<file path="config.mk">
export PLATFORM = sky130hd
export DESIGN_NAME = hltp_prep
export DESIGN_NICKNAME = d
export VERILOG_FILES = /design/src/hw/rtl/hltp_pkg.sv /design/src/hw/rtl/hltp_prep.sv
export SDC_FILE = /design/constraint.sdc
export NUM_CORES = 1
export LEC_CHECK = 0
export BUFFER_PORTS_ARGS = -buffer_cell sky130_fd_sc_hd__buf_2
export CAP_MARGIN = 20
export CELL_PAD_IN_SITES_DETAIL_PLACEMENT = 1
export CELL_PAD_IN_SITES_GLOBAL_PLACEMENT = 2
export CORE_MARGIN = 2
export CORE_UTILIZATION = 28
export CTS_CLUSTER_DIAMETER = 120
export DETAILED_ROUTE_END_ITERATION = 8
export MAX_ROUTING_LAYER = met4
export PLACE_DENSITY_LB_ADDON = 0.1
export SLEW_MARGIN = 20
export SYNTH_ARGS = -nofsm -noshare
export SYNTH_HDL_FRONTEND = slang
export SYNTH_SLANG_ARGS = --single-unit
</file>
<file path="constraint.sdc">
create_clock -name clk -period 3.4 [get_ports clk]
set_clock_uncertainty 0.2 [all_clocks]
set_input_delay 0.34 -clock clk [delete_from_list [all_inputs] [get_ports clk]]
set_output_delay 0.34 -clock clk [all_outputs]
set_load 0.02 [all_outputs]
</file>
<file path="src/hw/rtl/hltp_pkg.sv">
// Shared types and constants for the two-point Hough line block.
// Holds the fixed-point formats, the CORDIC angle table and the pipeline control struct.
// No dependencies.
`default_nettype none

package hltp_pkg;

  localparam int PRESCALE = 20;
  localparam int ANG_Q    = 30;
  localparam int KINV_Q   = 24;
  localparam int KINV_W   = 24;
  localparam logic [KINV_W-1:0] KINV = 24'd10188014;

  localparam int Z_W     = 34;
  localparam int ANGLE_W = 16;
  localparam int DIST_W  = 18;

  localparam longint HALF_PI_Q30 = 64'sd1686629713;
  localparam longint PI_Q30      = 64'sd3373259426;

  typedef struct packed {
    logic valid;
    logic horiz;
    logic pos;
    logic same;
  } hltp_ctl_t;

  function automatic logic signed [Z_W-1:0] atan_q30(input int idx);
    logic signed [Z_W-1:0] val;
    case (idx)
      0:       val = 34'sd843314857;
      1:       val = 34'sd497837829;
      2:       val = 34'sd263043837;
      3:       val = 34'sd133525159;
      4:       val = 34'sd67021687;
      5:       val = 34'sd33543516;
      6:       val = 34'sd16775851;
      7:       val = 34'sd8388437;
      8:       val = 34'sd4194283;
      9:       val = 34'sd2097149;
      default: val = (idx > ANG_Q) ? '0 : Z_W'(64'd1 << (ANG_Q - idx));
    endcase
    return val;
  endfunction

endpackage

`default_nettype wire

</file>
<file path="src/hw/rtl/hltp_prep.sv">
// Input stage: point differences, prescale and the quarter-turn pre-rotation.
// Uses hltp_pkg.
`default_nettype none

module hltp_prep #(
  parameter int CB = 12,
  parameter int FW = 35
) (
  input  wire                               clk,
  input  wire                               rst,
  input  wire                               en,
  input  wire                               in_valid,
  input  wire        [CB-1:0]               first_x,
  input  wire        [CB-1:0]               first_y,
  input  wire        [CB-1:0]               second_x,
  input  wire        [CB-1:0]               second_y,
  output hltp_pkg::hltp_ctl_t               ctl,
  output logic signed [FW-1:0]              vx,
  output logic signed [FW-1:0]              vy,
  output logic signed [FW-1:0]              px,
  output logic signed [FW-1:0]              py,
  output logic signed [hltp_pkg::Z_W-1:0]   z,
  output logic       [CB-1:0]               x1
);

  localparam int PS = hltp_pkg::PRESCALE;

  logic signed [CB:0]   u_d;
  logic signed [CB:0]   w_d;
  logic signed [FW-1:0] u_f;
  logic signed [FW-1:0] w_f;
  logic signed [FW-1:0] px1_f;
  logic signed [FW-1:0] py1_f;
  logic                 w_pos;
  hltp_pkg::hltp_ctl_t  ctl_next;

  always_comb begin
    u_d   = $signed({1'b0, second_y}) - $signed({1'b0, first_y});
    w_d   = $signed({1'b0, first_x}) - $signed({1'b0, second_x});
    u_f   = {{(FW-CB-1-PS){u_d[CB]}}, u_d, {PS{1'b0}}};
    w_f   = {{(FW-CB-1-PS){w_d[CB]}}, w_d, {PS{1'b0}}};
    px1_f = {{(FW-CB-PS){1'b0}}, first_x, {PS{1'b0}}};
    py1_f = {{(FW-CB-PS){1'b0}}, first_y, {PS{1'b0}}};
    w_pos = !w_d[CB];
    ctl_next.valid = in_valid;
    ctl_next.horiz = (w_d == '0);
    ctl_next.pos   = !u_d[CB] && (u_d != '0);
    ctl_next.same  = (w_d == '0) && (u_d == '0);
  end

  always_ff @(posedge clk) begin
    if (rst) begin
      ctl <= '0;
    end else if (en) begin
      ctl <= ctl_next;
    end
  end

  always_ff @(posedge clk) begin
    if (en) begin
      vx <= w_pos ? w_f : -w_f;
      vy <= w_pos ? -u_f : u_f;
      px <= w_pos ? py1_f : -py1_f;
      py <= w_pos ? -px1_f : px1_f;
      z  <= w_pos ? hltp_pkg::Z_W'(hltp_pkg::HALF_PI_Q30)
                  : -hltp_pkg::Z_W'(hltp_pkg::HALF_PI_Q30);
      x1 <= first_x;
    end
  end

endmodule

`default_nettype wire

</file>
# Word level (Yosys, flattened, before mapping)
# Cells that the tools add are included.
# classes
reduce_logical,6
add_sub_neg,6
muxes,5
# op_table
operator,count
two-way mux 32 bit,3
negation 32 -> 35 bit,2
negation 33 -> 35 bit,2
two-way mux 35 bit,1
two-way mux 34 bit,1
logical NOT 13 bit,2
subtractor 12 x 12 -> 13 bit,2
nonzero test 13 bit,1
logical AND 1 bit,2
logical NOT 1 bit,1
# word_totals
ff_bits,190
word_cells,31
input_bits,52
out_inout_bits,190

# Logic depth before layout (Yosys ltp)
# Gate-level depths: netlist (run 1).
# depth
word_depth,3
depth_mapped,12
depth_no_buf,12

# Least setup slack after synthesis (run 1)
# No wires, ideal clock.
# synth_path
kind,in2reg
from,input first_x[0]
to,"register vy[30], data pin"
arrival_time_ns,2.523
required_time_ns,2.928
stages,12
setup_slack_ns,0.405
path_cell_list,inv_1 -> ha_1 -> fa_1 -> nand2b_1 -> a21oi_1 -> nor4_1 -> o31a_1 -> o21ai_1 -> buf_2 -> buf_2 -> nand2_1 -> xor2_1
# synth_between
elab_chain_cells,2
# synth_rtl
element,line_no,text
"start, declared",hltp_prep.sv:13,"input wire [CB-1:0] first_x,"
subtractor 12 x 12 -> 13 bit,hltp_prep.sv:39,"w_d = $signed({1'b0, first_x}) - $signed({1'b0, second_x});"
two-way mux 35 bit,hltp_prep.sv:62,vy <= w_pos ? -u_f : u_f;
"end signal, assigned",hltp_prep.sv:62,
"end, declared",hltp_prep.sv:19,"output logic signed [FW-1:0] vy,"
# Every way passes these cells.
# A chain may end at the register's enable or synchronous reset.

# Worst setup path in the final report (run 1)
# layout_path
from,input first_x[0]
to,"register vx[32], data pin"
# layout_between
elab_chain_cells,2
# layout_rtl
element,line_no,text
subtractor 12 x 12 -> 13 bit (*),hltp_prep.sv:39,
negation 33 -> 35 bit,hltp_prep.sv:61,vx <= w_pos ? w_f : -w_f;
"end signal, assigned",hltp_prep.sv:61,
"end, declared",hltp_prep.sv:18,"output logic signed [FW-1:0] vx,"
# Every way passes the cells marked *; elsewhere a longest branch is shown, timed or not.

==> metrics.yaml, run 1 <==
crit_type: "in -> reg"
placed_cells: 953
via_per_inst: 4.20
p_int_mw: 2.25
grt_usage_pct: 13.3
cp.required_ps: 3340
gp_congestion: 0.791
postRouteAntennaNets: 0
reg2reg_slack_ps: 2460
drtPass1Iterations: 6
tightest_slew_ps: 542
p_leak_nw: 2.97
clkTransAtPathRegs_ps: 60
p_comb_share_pct: 32.8
cts_buffers: 9
period_share_pct: 87.4
regToRegEndpoint: "ctl[0]"
antenna_found_initial: 0
holdPathStages: 1
cpPeakStageDelay_ps: 550
p_per_area_nw_per_um2: 530
synthArstFlopShare_pct: 0
reg2reg_depth: 2
fin_hold_ws_ps: 17.0
relSlewSlack_pct: 62.9
worst_setup_path_end_kind: "flip-flop"
final.fill_count: 2323
via_count: 4067
syn_to_final_growth_pct: 17.2
post_drt_wl_per_cell_um: 14.5
final-setup-viol-count: 0
cts_tree: "built"
netlist_area_um2: 5520
clockRootBuffer: "clkbuf_16"
grt_pass1_vias: 3997
clk_path_buf_depth: 2
status: "finished clean"
critical_path_arrival_ps: 2910
postLayoutCoreUtil_pct: 33.4
fmax_ghz: 0.336
synth_flop_cell: "edfxtp_1"
yosys_warnings: 0
fp.dieH_um: 144
final_area_um2: 6470
p_switching_mw: 1.18
final_max_slew_viol_count: 0
dieArea_um2: 20900
detailed_place.area_um2: 6160
htree_levels: 3
yosysSeqAreaShare_pct: 41.1
cts_sinks: 77
holdPathEnd: "py[20]"
core_um2: 19400
synth-seq-cells: 77
grt_max_degree: 31
rows: 51
layout-drive-gt1-share_pct: 29.1
grt_pass1_wl_um: 20900
p_clk_share_pct: 30.0
post-cts-setup-buffers: 0
cp_max_fo: 4
min_from: "first_x[0]"
crit_chain: "buf_2, inv_1, ha_1, fa_1, nand2b_1, a21oi_1, xor2_1, a211oi_2, nand3_1, or4_1, nor4b_1"
critPathSlowestCell: "or4_1"
syn_inst: 559
drt_iter0_markers: 204
start_kind: "primary input"
syn_avg_cell_area_um2: 9.88
r2r-start: "ctl[0]"
maxCapViolations: 0
rsz0062_at_grt: "false"
fin_cells: 969
die_w_um: 144
switching_share_pct: 34.4
min_path_type: "in -> reg"
seqPwrFrac_pct: 37.1
initial_core_util_pct: 28.5
cts_resized: 0
pin_count: 242
antennaDiodeCount: 0
drc: 0
nets: 781
fin_crit_ps: 2970
gr-total-overflow: 0
cts_hold_buffers: 0
peakVddDrop_uv: 184
port_buffers: 160
timing.final.hold_violations: 0
setup_tns_ps: 0
dp_hpwl_um: 11400
wl_um: 14000
synth_edf_count: 73
synth_cell_type_count: 62
worst_skew_pair.late_latency_ps: 340
flip-flops by register name, summed over array words and instances, names as in the netlist:
name / cells
vy: 15
ctl: 4
py: 15
px: 15
x1: 11
vx: 15
z: 2
final cells by class:
| type | instances | area, µm² | area share (%) |
|---|---|---|---|
| clock buffers | 10 | 229 | 3.54 |
| clock inverters | 6 | 87.6 | 1.35 |
| inverters | 37 | 139 | 2.15 |
| multi-input cells | 403 | 2530 | 39.1 |
| flip-flops and latches | 77 | 2270 | 35.1 |
| well taps | 265 | 332 | 5.12 |
| repair buffers | 171 | 886 | 13.7 |
critical path: cells and delay by family:
family,cells,cell delay [ps]
buffers and inverters,2,170
AOI/OAI and AO/OA,2,430
and+or+nand+nor,4,1190
adders and majority gates,2,640
xor gates and xnor gates,1,140
worst max-delay path by stage:
stage / from / endpoint / cells after the start
6_report: first_x[0] / vx[32] / 11
3_5_place_dp: first_x[0] / vx[32] / 11
4_1_cts: first_x[0] / vx[32] / 11
5_1_grt: first_x[0] / vy[33] / 13
2_1_floorplan: first_x[0] / vy[30] / 12
3_3_place_gp: first_x[0] / vx[32] / 11
metal layers:
| layer | share of wire, % | track usage, % | wire length (µm) | vias up |
|---|---|---|---|---|
| li1 | - | - | - | 2030 |
| met1 | 43 | 16.1 | 6010 | 1890 |
| met2 | 49 | 22.8 | 6940 | 128 |
| met3 | 6.2 | 2.15 | 871 | 19 |
| met4 | 1.5 | 4.45 | 212 | 0 |
| met5 | 0 | - | 0 | - |
through the flow:
stage	worst slack [ps]	total power, mW
after global routing	215	3.62
after floorplan	405	2.18
after CTS	399	3.49
final	428	3.43
after global placement	132	2.43
after detailed placement	33.5	2.44
synthesized netlist by cell type (all sizes together), types with 7 or more instances:
master / instances / share of area (%)
a21o: 7 / 0.95
a21oi: 33 / 3.0
buf: 117 / 16
edfxtp: 73 / 40
ha: 28 / 6.3
inv: 37 / 2.5
nand2: 30 / 2.0
nand2b: 9 / 1.2
nand3: 11 / 1.0
nor2: 48 / 3.4
nor3: 7 / 0.63
o21ai: 24 / 2.2
xnor2: 36 / 5.7
xor2: 17 / 2.7
cell families (layout without fill, tap and decap cells):
logic type / after synthesis / in the layout / synth area share (%)
buffers and inverters: 160 / 224 / 18.6
AND/OR/NAND/NOR: 138 / 138 / 12.7
AO/OA/AOI/OAI: 97 / 97 / 11.5
flip-flops: 77 / 77 / 41.1
XOR/XNOR: 53 / 53 / 8.40
adder cells (fa/ha/maj): 30 / 30 / 7.07
other: 2 / 83 / 0.136
multiplexers: 2 / 2 / 0.362
power groups by stage:
stage                     combinational (mW)  sequential [mW]  clock, mW
after floorplan                        0.717             1.46          0
after global placement                  1.13             1.30          0
after detailed placement                1.14             1.30          0
after CTS                               1.14             1.28       1.06
after global routing                    1.24             1.29       1.09
final                                   1.13             1.27       1.03
layout by cell type, fill, tap and decap left out, types with 3 or more instances in the layout:
master       n
dfxtp_1      4
a21o_1       7
buf_4       12
and3_1       3
edfxtp_1    73
nand2_1     30
conb_1      83
a21oi_1     33
nor2b_1      6
nand3_1     11
nor4_1       4
ha_1        28
o31ai_1      6
nor3_1       7
a31oi_1      5
nand4_1      3
xnor2_1     36
inv_1       36
nor2_1      47
clkbuf_16    9
xor2_1      17
o21a_1       3
nand2b_1     8
buf_2      159
o21ai_0     21
No activity file was read; power rests on OpenSTA's default activity.
==> run 2: changes to the inputs <==
==> constraint.sdc (replaced) <==
create_clock -name clk -period 3.35 [get_ports clk]
set_clock_uncertainty 0.2 [all_clocks]
set_input_delay 0.335 -clock clk [delete_from_list [all_inputs] [get_ports clk]]
set_output_delay 0.335 -clock clk [all_outputs]
set_load 0.02 [all_outputs]
==> run 2 against run 1 <==
Net effect:
- via count fell by 0.42%
- clock-buffer cell count did not move
- critical endpoint unchanged
- combinational power barely moved
- worst setup slack got worse by 29 ps
- largest power group unchanged
- non-clock buffer count rose by 2
- power fell by 0.80%
- flip-flop and latch count did not move
==> metrics.yaml, run 2 (synthesis results as in run 1) <==
switching_share_pct: 35.2
p_int_mw: 2.21
htree_levels: 3
fin_hold_ws_ps: 13.7
period_share_pct: 88.1
grt_usage_pct: 13.6
p_leak_nw: 2.97
pin_count: 242
mostFrequentLayoutCell: "buf_2"
reg2reg_slack_ps: 2410
wl_um: 14200
p_comb_share_pct: 34.0
dp_hpwl_um: 11600
via_count: 4050
worst_skew_pair.late_latency_ps: 340
fp.dieH_um: 144
port_buffers: 160
p_switching_mw: 1.20
cts_tree: "built"
min_path_type: "in -> reg"
cts_buffers: 9
grt_max_degree: 35
reg2reg_depth: 2
grt_pass1_vias: 3925
final_max_slew_viol_count: 0
start_kind: "primary input"
fin_crit_ps: 2950
initial_core_util_pct: 28.5
drc: 0
crit_type: "in -> reg"
gr-total-overflow: 0
antennaDiodeCount: 0
postRouteAntennaNets: 0
relSlewSlack_pct: 63.7
clockRootBuffer: "clkbuf_16"
p_per_area_nw_per_um2: 526
dieArea_um2: 20900
p_clk_share_pct: 28.0
cp_max_fo: 4
gp_congestion: 0.801
status: "finished clean"
nets: 783
worst_setup_path_end_kind: "flip-flop"
rsz0062_at_grt: "false"
final-setup-viol-count: 0
antenna_found_initial: 0
maxCapViolations: 0
peakVddDrop_uv: 171
layout_common_cells: "buf_2 (159), conb_1 (83), edfxtp_1 (73)"
seqPwrFrac_pct: 38.0
drt_iter0_markers: 171
cp-startpoint: "first_x[0]"
die_w_um: 144
tightest_slew_ps: 540
post_drt_wl_per_cell_um: 14.7
fmax_ghz: 0.339
cts_sinks: 77
via_per_inst: 4.17
r2r-start: "ctl[0]"
rows: 51
holdPathEnd: "px[20]"
layout-drive-gt1-share_pct: 29.2
holdPathStages: 1
clkTransAtPathRegs_ps: 60
grt_pass1_wl_um: 20900
setup_tns_ps: 0
regToRegEndpoint: "ctl[0]"
core_um2: 19400
cp.required_ps: 3300
critical_path_arrival_ps: 2900
syn_to_final_growth_pct: 17.2
drtPass1Iterations: 6
timing.final.hold_violations: 0
clk_path_buf_depth: 2
min_from: "first_y[0]"
post-cts-setup-buffers: 0
## run 2: area by class of cell
class | count | area, µm²
clock buffers | 10 | 229
clock inverters | 6 | 55.1
fillers | 2335 | 12900
inverters | 37 | 139
multi-input cells | 403 | 2530
flip-flops and latches | 77 | 2270
well taps | 265 | 332
repair buffers | 173 | 916
## run 2: per-stage QoR
stage | instance area (µm²) | std cells | setup slack, ps | util (%) | power [mW]
2_1_floorplan | 5830 | 640 | 360 | - | 2.21
3_5_place_dp | 6180 | 954 | 1.07 | 31.8 | 2.49
3_3_place_gp | 6180 | 954 | 68.3 | 31.8 | 2.47
5_1_grt | 6470 | 971 | 137 | 33.4 | 3.61
6_report | 6470 | 971 | 399 | 33.4 | 3.40
4_1_cts | 6470 | 971 | 371 | 33.4 | 3.47
## run 2: worst max path at each step
stage                        end  slack [ps]  cells after the start
after floorplan           vy[30]         360                     12
after global placement    vy[33]          70                     13
after detailed placement  vy[34]           1                     13
after CTS                 vx[32]         370                     11
after global routing      vx[32]         140                     11
final                     vx[32]         400                     11
## run 2: timing repair
item | 4_1_cts | 5_1_grt
hold buffers | 1 | 0
hold endpoints to repair | 1 | 0
resized for setup | 0 | 0
## run 2: power by group through the flow
stage / Combinational (mW) / Sequential [mW] / Clock [mW]
3_5_place_dp: 1.17 / 1.32 / 0
3_3_place_gp: 1.16 / 1.32 / 0
6_report: 1.16 / 1.29 / 0.954
4_1_cts: 1.17 / 1.30 / 0.993
5_1_grt: 1.27 / 1.31 / 1.03
2_1_floorplan: 0.727 / 1.48 / 0
## run 2: routing by layer
layer  global-route usage, %  wire [µm]  share of wire, %
met4                    4.60        195               1.4
met1                    16.5       6160                43
met2                    23.1       7160                50
met5                       -          0                 0
met3                    1.99        720               5.1
## run 2: worst max-delay path: stages
cell	delay, ps
buf_2	110
inv_1	80
ha_1	240
fa_1	400
nand2b_1	170
a21oi_1	170
xor2_1	140
a211oi_2	290
nand3_1	180
or4_1	540
nor4b_1	260
==> run 3: changes to the inputs <==
--- a/config.mk
+++ b/config.mk
@@ -14,7 +14,7 @@
 export CTS_CLUSTER_DIAMETER = 120
 export DETAILED_ROUTE_END_ITERATION = 8
 export MAX_ROUTING_LAYER = met4
-export PLACE_DENSITY_LB_ADDON = 0.1
+export PLACE_DENSITY = 0.87
 export SLEW_MARGIN = 20
 export SYNTH_ARGS = -nofsm -noshare
 export SYNTH_HDL_FRONTEND = slang
==> run 3 against run 2 <==
Net effect:
- power rose by 2.0%
- hold slack improved by 12 ps
- first-iteration DRC count fell by 33%
- combinational power barely moved
- non-clock buffer count rose by 2
- cell count rose by 0.21%
- via count rose by 0.67%
- wire length fell by 3.0%
- register-to-register slack barely moved
- maximum frequency fell by 2.8%
- cell area rose by 0.60%
- critical path depth rose by 2
==> metrics.yaml, run 3 (synthesis results as in run 1) <==
grt_max_degree: 35
syn_to_final_growth_pct: 17.9
cp-startpoint: "first_x[0]"
multi_input_area_um2: 2530
cts_buffers: 9
antennaDiodeCount: 0
gp_congestion: 0.790
antenna_found_initial: 0
clk_path_buf_depth: 2
htree_levels: 3
detailed_place.area_um2: 6190
die_w_um: 144
min_path_type: "in -> reg"
cts_hold_buffers: 1
setup_tns_ps: 0
postLayoutCoreUtil_pct: 33.6
p_leak_nw: 2.99
pin_count: 242
cp_max_fo: 13
clkTransAtPathRegs_ps: 60
min_from: "rst"
final_max_slew_viol_count: 0
final_area_um2: 6510
clockRootBuffer: "clkbuf_16"
fin_crit_ps: 3040
start_kind: "primary input"
initial_core_util_pct: 28.5
via_count: 4077
period_share_pct: 90.7
status: "finished clean"
grt_usage_pct: 13.4
via_per_inst: 4.19
fmax_ghz: 0.329
worst_setup_path_end_kind: "flip-flop"
grt_pass1_wl_um: 20800
final-setup-viol-count: 0
dp_hpwl_um: 11300
final.fill_count: 2313
grt_pass1_vias: 3911
holdPathStages: 2
drc: 0
post-cts-setup-buffers: 0
layout_common_cells: "buf_2 (159), conb_1 (83), edfxtp_1 (73)"
p_per_area_nw_per_um2: 533
critical_path_arrival_ps: 2910
worst_skew_pair.late_latency_ps: 330
rsz0062_at_grt: "false"
reg2reg_depth: 2
crit_type: "in -> reg"
gr-total-overflow: 0
cts_tree: "built"
rows: 51
postRouteAntennaNets: 0
peakVddDrop_uv: 206
port_buffers: 160
cts_sinks: 77
relSlewSlack_pct: 61.7
dieArea_um2: 20900
r2r-start: "ctl[0]"
timing.final.hold_violations: 0
tightest_slew_ps: 570
drt_iter0_markers: 114
core_um2: 19400
cp.required_ps: 3230
wl_um: 13800
maxCapViolations: 0
nets: 785
mostFrequentLayoutCell: "buf_2"
post_drt_wl_per_cell_um: 14.2
layout-drive-gt1-share_pct: 29.2
seq_area_um2: 2270
cts_resized: 0
drtPass1Iterations: 4
fp.dieH_um: 144
-- run 3: final cells by class --
cell class	count	area share, %
flip-flops and latches	77	34.9
well taps	265	5.09
clock buffers	11	3.57
inverters	37	2.13
clock inverters	5	1.15
multi-input cells	403	38.8
repair buffers	175	14.3
-- run 3: per-layer routing --
layer	global-route usage (%)	share of wire, %
met1	16.0	42
met2	23.1	52
met3	1.59	4.9
met4	4.91	1.2
met5	-	0
-- run 3: critical path, cell delays in order --
cell and delay (ps):
buf_2 100, inv_1 70, ha_1 240, fa_1 400
nand2b_1 180, a21oi_1 300, nor4_1 110, o31a_1 340
o21ai_2 200, inv_2 170, buf_4 210, a21oi_1 160
xor2_1 90
-- run 3: stage by stage --
step	std cells	power (mW)	hold slack (ps)	worst slack (ps)
after floorplan	640	2.21	204	360
after global placement	956	2.46	251	94.6
after detailed placement	956	2.48	268	-28.6
after CTS	973	3.52	15.2	343
after global routing	973	3.66	24.0	79.2
final	973	3.47	25.7	312
-- run 3: worst paths after layout --
kind              endpoint  slack [ps]
hold / removal      ctl[2]          30
hold reg to reg     ctl[2]         280
setup reg to reg    ctl[0]        2400
setup / recovery    py[29]         310
-- run 3: where the power goes --
group | internal [mW] | total (mW) | leakage, nW | switching (mW)
Sequential | 1.24 | 1.29 | 0.747 | 0.0510
Clock | 0.649 | 1.02 | 0.153 | 0.372
Combinational | 0.398 | 1.16 | 2.09 | 0.760
Total | 2.29 | 3.47 | 2.99 | 1.18
